[src/hdl/assert_macros.svh]
// Assertion macros used by the curve rasteriser sequencer (hbc_ctrl).
// Both expect signals named clk and arst_n in the scope of use.
`ifndef ASSERT_MACROS_SVH
`define ASSERT_MACROS_SVH
`ifndef NO_ASSERTIONS
`define HBC_ASSERT(lbl, prop) lbl: assert property (@(posedge clk) disable iff (!arst_n) \
	prop) else $error("hbc assertion failed");
`define HBC_ASSERT_NEXT(lbl, pre, post) lbl: assert property (@(posedge clk) \
	disable iff (!arst_n) (pre) |=> (post)) else $error("hbc assertion failed");
`else
`define HBC_ASSERT(lbl, prop)
`define HBC_ASSERT_NEXT(lbl, pre, post)
`endif
`endif

[src/hdl/hbc_pkg.sv]
// ----------------------------------------------------------------------------
// hbc_pkg
// Widths, register indexes and command types of the curve rasteriser.
// ----------------------------------------------------------------------------
package hbc_pkg;

	localparam int COORD_W    = 16;
	localparam int TAN_W      = COORD_W + 3;
	localparam int COEF_W     = COORD_W + 6;
	localparam int CNT_W      = 7;
	localparam int MAX_POINTS = 64;
	localparam int N_W        = $clog2(MAX_POINTS);
	localparam int N2_W       = 2 * N_W;
	localparam int N3_W       = 3 * N_W;
	localparam int D_W        = N3_W + 1;
	localparam int ACC_W      = 48;
	localparam int DIV_STEPS  = ACC_W;
	localparam int DCNT_W     = $clog2(DIV_STEPS);
	localparam int OUT_W      = 18;
	localparam int REG_W      = 24;
	localparam int IDX_W      = 2;

	localparam logic [IDX_W-1:0] REG_POINT_COUNT = IDX_W'(0);
	localparam logic [IDX_W-1:0] REG_PIXEL_COLOR = IDX_W'(1);

	localparam logic [CNT_W-1:0]  POINT_COUNT_RST = CNT_W'(64);
	localparam logic [CNT_W-1:0]  COUNT_MAX       = CNT_W'(MAX_POINTS);
	localparam logic [CNT_W-1:0]  COUNT_MIN       = CNT_W'(2);
	localparam logic [DCNT_W-1:0] DIV_LAST        = DCNT_W'(DIV_STEPS - 1);

	localparam logic [ACC_W-1:0] MAG_POS = ACC_W'((64'd1 << (OUT_W - 1)) - 64'd1);
	localparam logic [ACC_W-1:0] MAG_NEG = ACC_W'(64'd1 << (OUT_W - 1));
	localparam logic signed [OUT_W-1:0] OUT_MAX = {1'b0, {(OUT_W-1){1'b1}}};
	localparam logic signed [OUT_W-1:0] OUT_MIN = {1'b1, {(OUT_W-1){1'b0}}};

	// Horner step selector
	typedef enum logic [1:0] {
		HS_FIRST = 2'd0,
		HS_MID   = 2'd1,
		HS_LAST  = 2'd2
	} horn_sel_t;

	typedef struct packed {
		logic             load;
		logic             prep0;
		logic             prep1;
		logic             prep2;
		logic             horn;
		horn_sel_t        horn_sel;
		logic             div_init;
		logic             div_step;
		logic [N_W-1:0]   n;
		logic [N_W-1:0]   k;
	} hbc_cmd_t;

endpackage

[src/hdl/hbc_ctrl.sv]
// ----------------------------------------------------------------------------
// hbc_ctrl
// Sequencer: per-curve setup, per-point Horner, divide and output handshake.
// ----------------------------------------------------------------------------
`include "assert_macros.svh"

module hbc_ctrl (
	input  logic                       clk,
	input  logic                       arst_n,
	input  logic                       in_valid,
	output logic                       in_ready,
	output logic                       out_valid,
	input  logic                       out_ready,
	input  logic [hbc_pkg::CNT_W-1:0]  point_count,
	output hbc_pkg::hbc_cmd_t          cmd,
	output logic                       last_point
);

	typedef enum logic [7:0] {
		ST_IDLE  = 8'b0000_0001,
		ST_PREP0 = 8'b0000_0010,
		ST_PREP1 = 8'b0000_0100,
		ST_PREP2 = 8'b0000_1000,
		ST_HORN  = 8'b0001_0000,
		ST_DINIT = 8'b0010_0000,
		ST_DIV   = 8'b0100_0000,
		ST_OUT   = 8'b1000_0000
	} state_t;

	state_t                      state_q;
	hbc_pkg::horn_sel_t          hs_q;
	logic [hbc_pkg::N_W-1:0]     n_q, k_q;
	logic [hbc_pkg::DCNT_W-1:0]  dcnt_q;
	logic [hbc_pkg::CNT_W-1:0]   count;
	logic                        accept;

	// clamp the count to the supported maximum
	assign count  = (point_count > hbc_pkg::COUNT_MAX) ? hbc_pkg::COUNT_MAX : point_count;
	assign in_ready   = (state_q == ST_IDLE);
	assign accept     = in_valid && in_ready;
	assign out_valid  = (state_q == ST_OUT);
	assign last_point = (k_q == n_q);

	// drive datapath commands
	always_comb begin
		cmd.load     = accept;
		cmd.prep0    = (state_q == ST_PREP0);
		cmd.prep1    = (state_q == ST_PREP1);
		cmd.prep2    = (state_q == ST_PREP2);
		cmd.horn     = (state_q == ST_HORN);
		cmd.horn_sel = hs_q;
		cmd.div_init = (state_q == ST_DINIT);
		cmd.div_step = (state_q == ST_DIV);
		cmd.n        = n_q;
		cmd.k        = k_q;
	end

	// advance the sequencer
	always_ff @(posedge clk or negedge arst_n) begin
		if (!arst_n) begin
			state_q <= ST_IDLE;
			hs_q    <= hbc_pkg::HS_FIRST;
			n_q     <= '0;
			k_q     <= '0;
			dcnt_q  <= '0;
		end else begin
			unique case (state_q)
				ST_IDLE: begin
					if (accept && count >= hbc_pkg::COUNT_MIN) begin
						n_q     <= hbc_pkg::N_W'(count - 1'b1);
						k_q     <= '0;
						state_q <= ST_PREP0;
					end
				end
				ST_PREP0: state_q <= ST_PREP1;
				ST_PREP1: state_q <= ST_PREP2;
				ST_PREP2: begin
					hs_q    <= hbc_pkg::HS_FIRST;
					state_q <= ST_HORN;
				end
				ST_HORN: begin
					unique case (hs_q)
						hbc_pkg::HS_FIRST: hs_q <= hbc_pkg::HS_MID;
						hbc_pkg::HS_MID:   hs_q <= hbc_pkg::HS_LAST;
						default:           state_q <= ST_DINIT;
					endcase
				end
				ST_DINIT: begin
					dcnt_q  <= '0;
					state_q <= ST_DIV;
				end
				ST_DIV: begin
					dcnt_q <= dcnt_q + 1'b1;
					if (dcnt_q == hbc_pkg::DIV_LAST) begin
						state_q <= ST_OUT;
					end
				end
				ST_OUT: begin
					if (out_ready) begin
						if (last_point) begin
							state_q <= ST_IDLE;
						end else begin
							k_q     <= k_q + 1'b1;
							hs_q    <= hbc_pkg::HS_FIRST;
							state_q <= ST_HORN;
						end
					end
				end
				default: state_q <= ST_IDLE;
			endcase
		end
	end

	`HBC_ASSERT(a_k_in_range, out_valid |-> (k_q <= n_q))
	`HBC_ASSERT_NEXT(a_div_len, (state_q == ST_DIV && dcnt_q == hbc_pkg::DIV_LAST), out_valid)
	`HBC_ASSERT_NEXT(a_stall_hold, (out_valid && !out_ready), (out_valid && $stable(k_q)))
	`HBC_ASSERT_NEXT(a_run_end, (out_valid && out_ready && last_point), in_ready)

endmodule

[config.mk]
export PLATFORM = sky130hd
export DESIGN_NAME = hbc_ctrl
export DESIGN_NICKNAME = d
export VERILOG_FILES = /design/src/hdl/hbc_pkg.sv /design/src/hdl/hbc_ctrl.sv
export VERILOG_INCLUDE_DIRS = /design/src /design/src/hdl
export SDC_FILE = /design/constraint.sdc
export NUM_CORES = 1
export LEC_CHECK = 0
export BUFFER_PORTS_ARGS = -buffer_cell sky130_fd_sc_hd__buf_2
export CORE_MARGIN = 1.5
export CORE_UTILIZATION = 42
export CTS_CLUSTER_SIZE = 20
export DETAILED_ROUTE_END_ITERATION = 8
export MAX_ROUTING_LAYER = met4
export PLACE_DENSITY = 0.62
export SLEW_MARGIN = 10
export SYNTH_ARGS = -nofsm -noshare
export SYNTH_HDL_FRONTEND = slang
export SYNTH_SLANG_ARGS = --single-unit
[constraint.sdc]
create_clock -name clk -period 1.9 [get_ports clk]
set_input_delay 0.285 -clock clk [delete_from_list [all_inputs] [get_ports clk]]
set_output_delay 0.285 -clock clk [all_outputs]
set_load 0.005 [all_outputs]
# == Word-level counts from Yosys, hierarchy flattened ==
# Cells that the tools add are included.
# word_totals
wordCells,54
out_inout_bits,24
regBits,28
inputBits,11
# classes
n_mux,16
reduce_logical,11
order_cmp,2
n_eq_ne,17
addsub,3
# op_table
operator,count
8-bit case mux with 8 select lines,1
8-bit 2-to-1 mux,4
6-bit case mux with 2 select lines,2
6-bit 2-to-1 mux,3
6-bit by 1-bit adder with 6-bit output (second input constant),2
4-bit AND reduction,3
8-bit by 1-bit equality test with 1-bit output (second input constant),1
8-bit by 2-bit equality test with 1-bit output (second input constant),1
8-bit by 3-bit equality test with 1-bit output (second input constant),1
8-bit by 4-bit equality test with 1-bit output (second input constant),1
8-bit by 5-bit equality test with 1-bit output (second input constant),1
8-bit by 6-bit equality test with 1-bit output (second input constant),1
8-bit by 7-bit equality test with 1-bit output (second input constant),1
8-bit equality test (second input constant),1
7-bit by 2-bit >= comparator with 1-bit output (second input constant),1
7-bit > comparator (second input constant),1
7-bit 2-to-1 mux,1
6-bit equality test,1
6-bit equality test (second input constant),1
2-bit by 1-bit inequality test with 1-bit output (second input constant),3
2-bit case mux with 3 select lines,1
6-bit by 1-bit subtractor with 6-bit output (second input constant),1
5-bit 2-to-1 mux,1
2-bit 2-to-1 mux,2
other kinds (10),13

# == Longest topological paths before layout ==
# Gate-level depths: netlist (run 1).
# logic_depth
depth_word,6
mapped_depth,10
ltp_nobuf,9

# == Worst setup path before layout (run 1) ==
# OpenSTA, ideal clock, no wires.
# synth_timing
kind,register -> register
from,reg state_q[4]
to,reg dcnt_q[5] in the netlist's numbering
path_buffers,0
t_arrival_ns,1.884
period_less_slack_ns,2.006
setup_slack_ns,-0.106
t_required_ns,1.777
stages_incl_launch_ff,7
setup_time_ns,0.123
cell_sequence,dfrtp_1 -> or3_4 -> or3_4 -> or3_4 -> clkinv_4 -> nand4_2 -> mux2i_1
# synth_lines
item,line,source
start: declaration,hbc_ctrl.sv:30,state_t state_q;
start signal: assignment,hbc_ctrl.sv:61,state_q <= ST_IDLE;
start signal: assignment,hbc_ctrl.sv:72,state_q <= ST_PREP0;
start signal: assignment,hbc_ctrl.sv:75,ST_PREP0: state_q <= ST_PREP1;
end signal: assignment,hbc_ctrl.sv:93,dcnt_q <= dcnt_q + 1'b1;
end: declaration,hbc_ctrl.sv:33,logic [hbc_pkg::DCNT_W-1:0] dcnt_q;

==> results.sh, run 1 <==
export IMPL_outcome="finished, violations left"
export IMPL_violations="negative setup slack"
export IMPL_regToRegSetupSlack_ns=-0.13
export IMPL_cts_buffers=3
export IMPL_core_area_sq_um=3740
export IMPL_vias_per_cell=5.42
export IMPL_rows=22
export IMPL_hold_buffers=0
export IMPL_r2r_start="state_q[4]$_DFFE_PN0P_"
export IMPL_post_route_period_util_pct=117
export IMPL_avgRoutedWirePerCell_um=15.1
export IMPL_start_util_pct=44.6
export IMPL_synth_xor_area_share_pct=5.25
export IMPL_synth_edf_count=0
export IMPL_pwr_share_comb_pct=48.6
export IMPL_tightest_slew_ns=0.628
export IMPL_holdWs_ns=0.00649
export IMPL_reg2reg_depth=6
export IMPL_clock_power_share_pct=19.7
export IMPL_yosysTopAreaCell="dfrtp_1"
export IMPL_max_clock_path_buffers=2
export IMPL_crit_top_cell="or3_4"
export IMPL_synth_compound_area_share_pct=17.8
export IMPL_fin_ws_ns=-0.315
export IMPL_area_growth_pct=47.2
export IMPL_critPathRequiredTime_ns=1.62
export IMPL_cp_end_kind="primary output"
export IMPL_numPortBuffers=34
export IMPL_ir_drop_v=0.000606
export IMPL_hold_viol_final=0
export IMPL_async_flop_share_pct=100
export IMPL_fp_dieH_um=66.0
export IMPL_antenna_cells=0
export IMPL_cts_tree="done"
export IMPL_final_nets=270
export IMPL_r2r_end="dcnt_q[4]$_DFFE_PN0P_"
export IMPL_synth_area_sq_um=1670
export IMPL_synth_top_area_share_pct=40.5
export IMPL_min_path_type="input port to async pin"
export IMPL_path_class="flip-flop to primary output"
export IMPL_synth_mux_area_share_pct=0.600
export IMPL_clockRootBuffer="clkbuf_8"
export IMPL_die_area_sq_um=4360
export IMPL_routed_via_count=1637
export IMPL_crit_path_max_incr_delay_ns=0.41
export IMPL_swShare_pct=33.0
export IMPL_gp_congestion=0.905
export IMPL_drtIter0Drc=122
export IMPL_pin_count=35
export IMPL_die_w_um=66.0
export IMPL_cts_htree_levels=1
export IMPL_cellInternalPower_mw=1.65
export IMPL_grt_pass1_wl_um=7380
export IMPL_synth_cell_types=47
export IMPL_grt_usage_pct=22.5
export IMPL_drt_first_pass_iters=4
export IMPL_synth_ff_type="dfrtp_1"
export IMPL_worst_ep_arrival_time_ns=1.93
export IMPL_dp_hpwl_um=3140
export IMPL_antenna_left=0
export IMPL_setup_violations=16
export IMPL_synth_common_cells="dfrtp_1 (27), nor2_1 (14), a21oi_1 (12), o21ai_0 (12), nand2_1 (11)"
export IMPL_relSlewSlack_pct=58.1
export IMPL_yosys_area_share_simple_pct=25.9
export IMPL_netlist_instances=180
export IMPL_grt_setup_unrepaired="true"
export IMPL_grt_pass1_vias=1617
export IMPL_synth_top_family_by_area="simple AND/OR/NAND/NOR gates"
export IMPL_drcViolationCount=0
export IMPL_maxSlewViolCount=0
export IMPL_ys_seq_area_share_pct=42.1
export IMPL_clock_latency_ns=0.28
export IMPL_synthTopCellsByArea="dfrtp_1 (40%), xnor2_1 (3.7%), a21oi_1 (3.6%), o21ai_0 (3.6%), nor2_1 (3.1%)"
export IMPL_final_core_util_pct=65.6
export IMPL_switchingPower_mw=0.813
export IMPL_slowest_stage="dfrtp_2"
export IMPL_synthAdderAreaFrac_pct=3.00
export IMPL_fmax_mhz=451
export IMPL_routed_wl_um=4570
export IMPL_syn_nets=195
export IMPL_antenna_found_initial=0
export IMPL_setup_worst_path_start_class="flip-flop"
export IMPL_cap_violations=0
export IMPL_ys_warnings_count=0
export IMPL_crit_chain="or3_4 -> or3_4 -> or3_4 -> clkinv_4 -> buf_6"
export IMPL_seqPwrFrac_pct=31.7
export IMPL_grt_overflow_total=0
export IMPL_clock_skew_ns=0.00479
export IMPL_power_leakage_nw=1.19
export IMPL_ys_seq_elements=28
export IMPL_drive_above_1_share_pct=44.1
export IMPL_critical_path_max_fanout=2
export IMPL_cts_sinks=28
export IMPL_clk_pin_slew_worst_paths_ns=0.10
export IMPL_synth_most_common_cell="dfrtp_1"
export IMPL_powerDensity_nw_per_um2=1000
export IMPL_avgSynthCellArea_sq_um=9.27
export IMPL_grt_max_degree=29
export IMPL_min_period_ns=2.21
==> stage by stage <==
stage	total power [mW]	cells	instance area, sq um	TNS, ns	worst slack (ns)
2_1_floorplan	1.26	180	1680	-0.345	-0.0973
3_3_place_gp	1.66	281	2090	-0.117	-0.0487
3_5_place_dp	1.69	281	2090	-0.689	-0.0987
4_1_cts	2.36	294	2340	-1.58	-0.376
5_1_grt	2.60	302	2460	-2.70	-0.353
6_report	2.46	302	2460	-1.57	-0.315
==> state kept, by name (all words and copies together), names as in the netlist <==
name     flops
n_q          6
k_q          6
hs_q         2
dcnt_q       6
state_q      8
==> final cells by class <==
type                            count  area [sq um]
Inverter                           10          42.5
Sequential cell                    28           703
Clock buffer                        3          41.3
Tap cell                           48          60.1
Fill cell                         323          1290
Clock inverter                      1          30.0
Timing Repair Buffer               80           576
Multi-Input combinational cell    132          1000
==> power groups by stage <==
stage | clock (mW) | combinational [mW] | sequential [mW]
after floorplan | 0 | 0.460 | 0.803
after global placement | 0 | 0.863 | 0.792
after detailed placement | 0 | 0.888 | 0.797
after CTS | 0.492 | 1.08 | 0.783
after global routing | 0.515 | 1.29 | 0.796
final | 0.484 | 1.20 | 0.780
==> critical path, delay by kind of cell (launching register included) <==
family | cells | cell delay, ns
buffers and inverters | 2 | 0.14
flip-flops | 1 | 0.41
AND/OR/NAND/NOR | 3 | 1.10
==> worst max path at each step <==
stage / startpoint / endpoint / slack (ns) / depth (start not counted)
detailed placement: state_q[4]$_DFFE_PN0P_ / k_q[3]$_DFFE_PN0P_ / -0.1 / 7
global placement: state_q[4]$_DFFE_PN0P_ / cmd[12] / -0.05 / 5
finish: state_q[4]$_DFFE_PN0P_ / cmd[12] / -0.31 / 5
global route: state_q[4]$_DFFE_PN0P_ / cmd[12] / -0.35 / 5
CTS: state_q[4]$_DFFE_PN0P_ / cmd[12] / -0.38 / 5
floorplan: state_q[4]$_DFFE_PN0P_ / dcnt_q[5]$_DFFE_PN0P_ / -0.1 / 6
==> cell usage in the layout, fill, tap and decap left out, types with 4 or more instances in the layout <==
master   instances
buf_4           39
buf_2           30
dfrtp_1         26
nor2_1          13
nand2_1         11
a21oi_1         11
o21ai_0         11
buf_6           10
xnor2_1          7
inv_1            6
and3_1           5
or3_4            4
nand4_1          4
a22o_1           4
ha_1             4
==> repair_timing <==
action                     4_1_cts  5_1_grt
setup endpoints to repair       19       23
pin swaps                       13        9
gates resized for setup         22       14
buffers inserted                10       10
==> cell families (layout without fill, tap and decap cells) <==
family          Yosys count  after routing
xor+xnor                 10             10
fa+ha+maj                 4              4
mux                       1              1
simple gates             72             72
compound gates           45             45
buf+inv                  20             94
flops                    28             28
==> routing by layer <==
metal | global-route usage, % | share of wire, % | vias to the layer above
met3 | 3.07 | 2.9 | 8
met1 | 26.5 | 43 | 785
met5 | - | 0 | -
met2 | 40.0 | 53 | 36
met4 | 6.89 | 1.4 | 0
li1 | - | - | 808
Power figures use the tool's default switching activity.
==> run 2: changes to the inputs <==
Settings changed: ABC_AREA set to 1.
==> results.sh, run 2 <==
export IMPL_grt_setup_unrepaired="false"
export IMPL_setup_worst_path_start_class="flip-flop"
export IMPL_worst_ep_arrival_time_ns=1.52
export IMPL_maxSlewViolCount=0
export IMPL_post_route_period_util_pct=94.9
export IMPL_dp_hpwl_um=2970
export IMPL_start_util_pct=44.4
export IMPL_die_area_sq_um=4720
export IMPL_ir_drop_v=0.000667
export IMPL_synth_top_family_by_area="simple AND/OR/NAND/NOR gates"
export IMPL_numPortBuffers=34
export IMPL_drt_first_pass_iters=4
export IMPL_avgRoutedWirePerCell_um=11.4
export IMPL_synth_top_area_share_pct=37.3
export IMPL_design_area_sq_um=2110
export IMPL_swShare_pct=40.9
export IMPL_critPathRequiredTime_ns=1.62
export IMPL_cellInternalPower_mw=1.35
export IMPL_grt_pass1_vias=1402
export IMPL_grt_overflow_total=0
export IMPL_final_nets=307
export IMPL_clock_latency_ns=0.29
export IMPL_core_area_sq_um=4090
export IMPL_ys_warnings_count=0
export IMPL_seqPwrFrac_pct=36.9
export IMPL_cts_tree="done"
export IMPL_max_clock_path_buffers=2
export IMPL_min_path_type="input port to async pin"
export IMPL_clk_pin_slew_worst_paths_ns=0.11
export IMPL_critPathTopFamily="flip-flops"
export IMPL_antenna_cells=0
export IMPL_regToRegSetupSlack_ns=0.18
export IMPL_met3_usage_pct=2.44
export IMPL_routed_wl_um=3870
export IMPL_synth_mux_area_share_pct=0.552
export IMPL_use_met2_pct=29.4
export IMPL_setup_violations=0
export IMPL_hold_buffers=0
export IMPL_synth_most_common_cell="nand2_1"
export IMPL_hold_viol_final=0
export IMPL_synth_compound_area_share_pct=5.59
export IMPL_rows=23
export IMPL_synth_area_sq_um=1810
export IMPL_ys_seq_area_share_pct=38.7
export IMPL_synth_ff_type="dfrtp_1"
export IMPL_grt_usage_pct=18.8
export IMPL_antenna_left=0
export IMPL_switchingPower_mw=0.931
export IMPL_gp_congestion=0.842
export IMPL_min_period_ns=1.80
export IMPL_cts_sinks=28
export IMPL_clock_power_share_pct=21.6
export IMPL_use_met1_pct=24.6
export IMPL_largest_register_ffs=8
export IMPL_netlist_instances=254
export IMPL_path_class="flip-flop to primary output"
export IMPL_async_flop_share_pct=100
export IMPL_slowest_stage="dfstp_2"
export IMPL_r2r_end="k_q[4]$_DFFE_PN0P_"
export IMPL_grt_max_degree=29
export IMPL_postCtsSetupRepairBufs=0
export IMPL_mostFrequentLayoutCell="nand2_1"
export IMPL_synth_common_cells="nand2_1 (77), inv_1 (42), nor2_1 (31)"
export IMPL_fp_dieH_um=68.7
export IMPL_crit_path_max_incr_delay_ns=0.58
export IMPL_drcViolationCount=0
export IMPL_synthTopCellsByArea="dfrtp_1 (37%), nand2_1 (16%), inv_1 (8.7%), nor2_1 (6.4%), nand3_1 (5.8%)"
export IMPL_cap_violations=0
export IMPL_vias_per_cell=4.77
export IMPL_drtIter0Drc=69
export IMPL_critical_path_max_fanout=4
export IMPL_clock_skew_ns=0.0105
export IMPL_synthAdderAreaFrac_pct=2.76
export IMPL_antenna_found_initial=0
export IMPL_power_leakage_nw=1.24
export IMPL_powerDensity_nw_per_um2=1080
export IMPL_post_cts_resized=0
export IMPL_place_area_sq_um=2040
export IMPL_grt_pass1_wl_um=6290
export IMPL_synth_edf_count=0
export IMPL_drive_above_1_share_pct=19.9
export IMPL_cp_end_kind="primary output"
export IMPL_cts_htree_levels=1
export IMPL_clockRootBuffer="clkbuf_8"
export IMPL_reg2reg_depth=8
export IMPL_die_w_um=68.7
export IMPL_routed_via_count=1627
export IMPL_syn_nets=269
export IMPL_crit_chain="inv_1 -> nor2_1 -> nand4_4 -> nor2_4 -> buf_2"
export IMPL_cp_buffers_inverters=2
export IMPL_pin_count=35
export IMPL_pwr_share_comb_pct=41.5
export IMPL_grt_busiest_layer="met2"
export IMPL_outcome="completed"
export IMPL_final_cell_mix="nand2_1 (77), inv_1 (40), buf_2 (34)"
export IMPL_yosysTopAreaCell="dfrtp_1"
export IMPL_tns_ns=0
export IMPL_r2r_start="state_q[0]$_DFFE_PN1P_"
export IMPL_relSlewSlack_pct=58.2
export IMPL_cts_buffers=3
export IMPL_synth_cell_types=29
export IMPL_fmax_mhz=554
export IMPL_avgSynthCellArea_sq_um=7.14
export IMPL_regMostFlops="state_q"
export IMPL_ys_seq_elements=28
export IMPL_synth_xor_area_share_pct=3.38
export IMPL_yosys_area_share_simple_pct=39.1
export IMPL_area_growth_pct=16.6
export IMPL_tightest_slew_ns=0.627
==> run 2: changes by cell type after synthesis, moves of 4 or more <==
| cell | before | now |
|---|---|---|
| nor4b_1 | 5 | 0 |
| buf_2 | 4 | 0 |
| nand3_1 | 4 | 21 |
| inv_1 | 8 | 42 |
| nand2_1 | 11 | 77 |
| clkbuf_1 | 4 | 0 |
| and3_1 | 5 | 0 |
| nor3_1 | 6 | 2 |
| a21oi_1 | 12 | 4 |
| nor2_1 | 14 | 31 |
==> run 2: cells by family after synthesis <==
group / after synthesis
and+or+nand+nor: 150
buffers and inverters: 47
AOI/OAI and AO/OA: 17
muxes: 1
xor gates and xnor gates: 7
DFF: 28
adders and majority gates: 4
==> run 2: layout make-up <==
class | count | area (sq um)
tap | 50 | 62.6
inverter | 46 | 173
timing repair buffer | 34 | 170
multi-input combinational | 179 | 936
clock buffer | 3 | 41.3
fill | 431 | 1970
sequential | 28 | 702
clock inverter | 1 | 30.0
==> run 2: stage by stage <==
step / cells / utilization (%) / power, mW / hold WS [ns] / setup slack, ns
after floorplan: 254 / - / 1.49 / -0.0106 / 0.371
after global placement: 337 / 49.9 / 1.78 / 0.346 / 0.155
after detailed placement: 337 / 49.9 / 1.78 / 0.357 / 0.110
after CTS: 341 / 51.6 / 2.27 / 0.0401 / 0.0369
after global routing: 341 / 51.7 / 2.46 / 0.0678 / 0.00503
final: 341 / 51.7 / 2.28 / 0.00516 / 0.0961
==> run 2: worst max path at each step <==
stage | start | end | slack, ns | depth (start not counted)
after floorplan | point_count[5] | k_q[0]$_DFFE_PN0P_ | 0.37 | 12
after global placement | point_count[5] | k_q[0]$_DFFE_PN0P_ | 0.16 | 13
after detailed placement | point_count[5] | k_q[0]$_DFFE_PN0P_ | 0.11 | 13
after CTS | state_q[0]$_DFFE_PN1P_ | in_ready | 0.04 | 5
after global routing | state_q[0]$_DFFE_PN1P_ | cmd[20] | 0.005 | 5
final | state_q[0]$_DFFE_PN1P_ | cmd[20] | 0.1 | 5
==> run 2: per-layer routing <==
metal / vias up / part of all wire, % / wire [um]
met1: 719 / 49 / 1890
li1: 864 / - / -
met4: 0 / 1.9 / 74
met2: 37 / 45 / 1760
met3: 7 / 3.9 / 152
met5: - / 0 / 0
==> run 2: power groups by stage <==
stage                     clock network [mW]  logic, mW  registers (mW)
final                                  0.491      0.945           0.841
after global routing                   0.516       1.08           0.860
after CTS                              0.495      0.944           0.835
after detailed placement                   0      0.938           0.845
after global placement                     0      0.933           0.845
after floorplan                            0      0.661           0.830
==> run 3: changes to the inputs <==
Settings changed: CORE_UTILIZATION 42 to 28, PLACE_DENSITY 0.62 to 0.44.
==> results.sh, run 3 (synthesis results as in run 2) <==
export IMPL_outcome="completed"
export IMPL_cellInternalPower_mw=1.25
export IMPL_setup_worst_path_start_class="flip-flop"
export IMPL_post_route_period_util_pct=94.4
export IMPL_maxSlewViolCount=0
export IMPL_drtIter0Drc=58
export IMPL_tightest_slew_ns=0.651
export IMPL_crit_chain="nor2_2 -> nand4_1 -> inv_2 -> buf_2"
export IMPL_crit_path_max_incr_delay_ns=0.41
export IMPL_postCtsSetupRepairBufs=0
export IMPL_numPortBuffers=34
export IMPL_max_clock_path_buffers=2
export IMPL_swShare_pct=42.2
export IMPL_drcViolationCount=0
export IMPL_cp_end_kind="primary output"
export IMPL_reg2reg_depth=8
export IMPL_grt_usage_pct=13.3
export IMPL_fin_ws_ns=0.107
export IMPL_mostFrequentLayoutCell="nand2_1"
export IMPL_area_growth_pct=17.9
export IMPL_clock_latency_ns=0.27
export IMPL_fill_cells=717
export IMPL_critPathRequiredTime_ns=1.62
export IMPL_fp_dieH_um=83.5
export IMPL_dpl_worst_slack_ns=0.153
export IMPL_grt_setup_unrepaired="false"
export IMPL_clockRootBuffer="clkbuf_8"
export IMPL_grt_overflow_total=0
export IMPL_avgRoutedWirePerCell_um=11.5
export IMPL_cts_sinks=28
export IMPL_die_w_um=83.5
export IMPL_post_cts_resized=0
export IMPL_routed_via_count=1604
export IMPL_min_period_ns=1.79
export IMPL_relSlewSlack_pct=56.6
export IMPL_setup_violations=0
export IMPL_final_core_util_pct=33.8
export IMPL_cts_tree="done"
export IMPL_slowest_stage="dfrtp_1"
export IMPL_vias_per_cell=4.35
export IMPL_drive_above_1_share_pct=20.9
export IMPL_clock_power_share_pct=17.4
export IMPL_gp_congestion=0.792
export IMPL_min_path_type="input port to async pin"
export IMPL_ir_drop_v=0.000532
export IMPL_fmax_mhz=558
export IMPL_cts_buffers=3
export IMPL_die_area_sq_um=6970
export IMPL_antenna_left=0
export IMPL_clock_skew_ns=0.00214
export IMPL_dp_cells=365
export IMPL_path_class="flip-flop to primary output"
export IMPL_core_area_sq_um=6310
export IMPL_holdWs_ns=0.0223
export IMPL_grt_pass1_vias=1557
export IMPL_rows=29
export IMPL_routed_wl_um=4250
export IMPL_clk_pin_slew_worst_paths_ns=0.10
export IMPL_antenna_found_initial=0
export IMPL_tns_ns=0
export IMPL_power_leakage_nw=1.23
export IMPL_hold_buffers=0
export IMPL_regToRegSetupSlack_ns=0.23
export IMPL_start_util_pct=28.7
export IMPL_r2r_start="state_q[1]$_DFFE_PN0P_"
export IMPL_worst_ep_arrival_time_ns=1.51
export IMPL_cap_violations=0
export IMPL_dp_hpwl_um=3320
export IMPL_drt_first_pass_iters=4
export IMPL_grt_pass1_wl_um=7330
export IMPL_hold_viol_final=0
export IMPL_pin_count=35
export IMPL_powerDensity_nw_per_um2=1010
export IMPL_final_cell_mix="nand2_1 (76), inv_1 (39), buf_2 (34)"
export IMPL_critical_path_max_fanout=6
export IMPL_antenna_cells=0
export IMPL_switchingPower_mw=0.909
export IMPL_seqPwrFrac_pct=38.7
export IMPL_cts_htree_levels=1
export IMPL_regMostFlops="state_q"
export IMPL_final_nets=308
export IMPL_final_cell_count_no_fill=369
export IMPL_largest_register_ffs=8
export IMPL_pwr_share_comb_pct=43.9
export IMPL_r2r_end="k_q[3]$_DFFE_PN0P_"
export IMPL_grt_max_degree=29
## run 3: per-stage QoR
step           instance area (sq um)  total power [mW]
4_1_cts                         2130              2.19
3_5_place_dp                    2080              1.79
3_3_place_gp                    2080              1.79
5_1_grt                         2140              2.37
6_report                        2140              2.15
2_1_floorplan                   1810              1.49
## run 3: layout make-up
class,instances,area [sq um],area share (%)
sequential,28,702,32.8
multi-input combinational,179,933,43.7
inverter,46,173,8.08
timing repair buffer,35,178,8.31
clock buffer,4,55.1,2.58
tap,77,96.3,4.51
## run 3: worst max path at each step
stage / start / endpoint / slack [ns]
final: state_q[1]$_DFFE_PN0P_ / cmd[16] / 0.11
after global routing: state_q[3]$_DFFE_PN0P_ / cmd[16] / 0.01
after CTS: state_q[1]$_DFFE_PN0P_ / cmd[12] / 0.009
after detailed placement: point_count[5] / k_q[0]$_DFFE_PN0P_ / 0.15
after global placement: point_count[5] / k_q[5]$_DFFE_PN0P_ / 0.17
after floorplan: point_count[5] / k_q[0]$_DFFE_PN0P_ / 0.37
## run 3: critical path, delay by kind of cell (launching register included)
| kind | cells | cell delay (ns) |
|---|---|---|
| buffers and inverters | 2 | 0.25 |
| flip-flops | 1 | 0.41 |
| AND/OR/NAND/NOR | 2 | 0.58 |
## run 3: per-layer routing
metal  global-route usage [%]  up-vias  wire (um)
li1                         -      858          -
met1                     18.2      712       2190
met2                     21.3       32       1900
met3                     2.87        2        140
met4                     1.34        0         19
met5                        -        -          0
## run 3: power by group through the flow
stage | Combinational (mW) | Sequential (mW) | Clock [mW]
floorplan | 0.661 | 0.830 | 0
global placement | 0.943 | 0.851 | 0
detailed placement | 0.945 | 0.849 | 0
CTS | 0.950 | 0.839 | 0.404
global route | 1.09 | 0.857 | 0.423
finish | 0.946 | 0.833 | 0.375
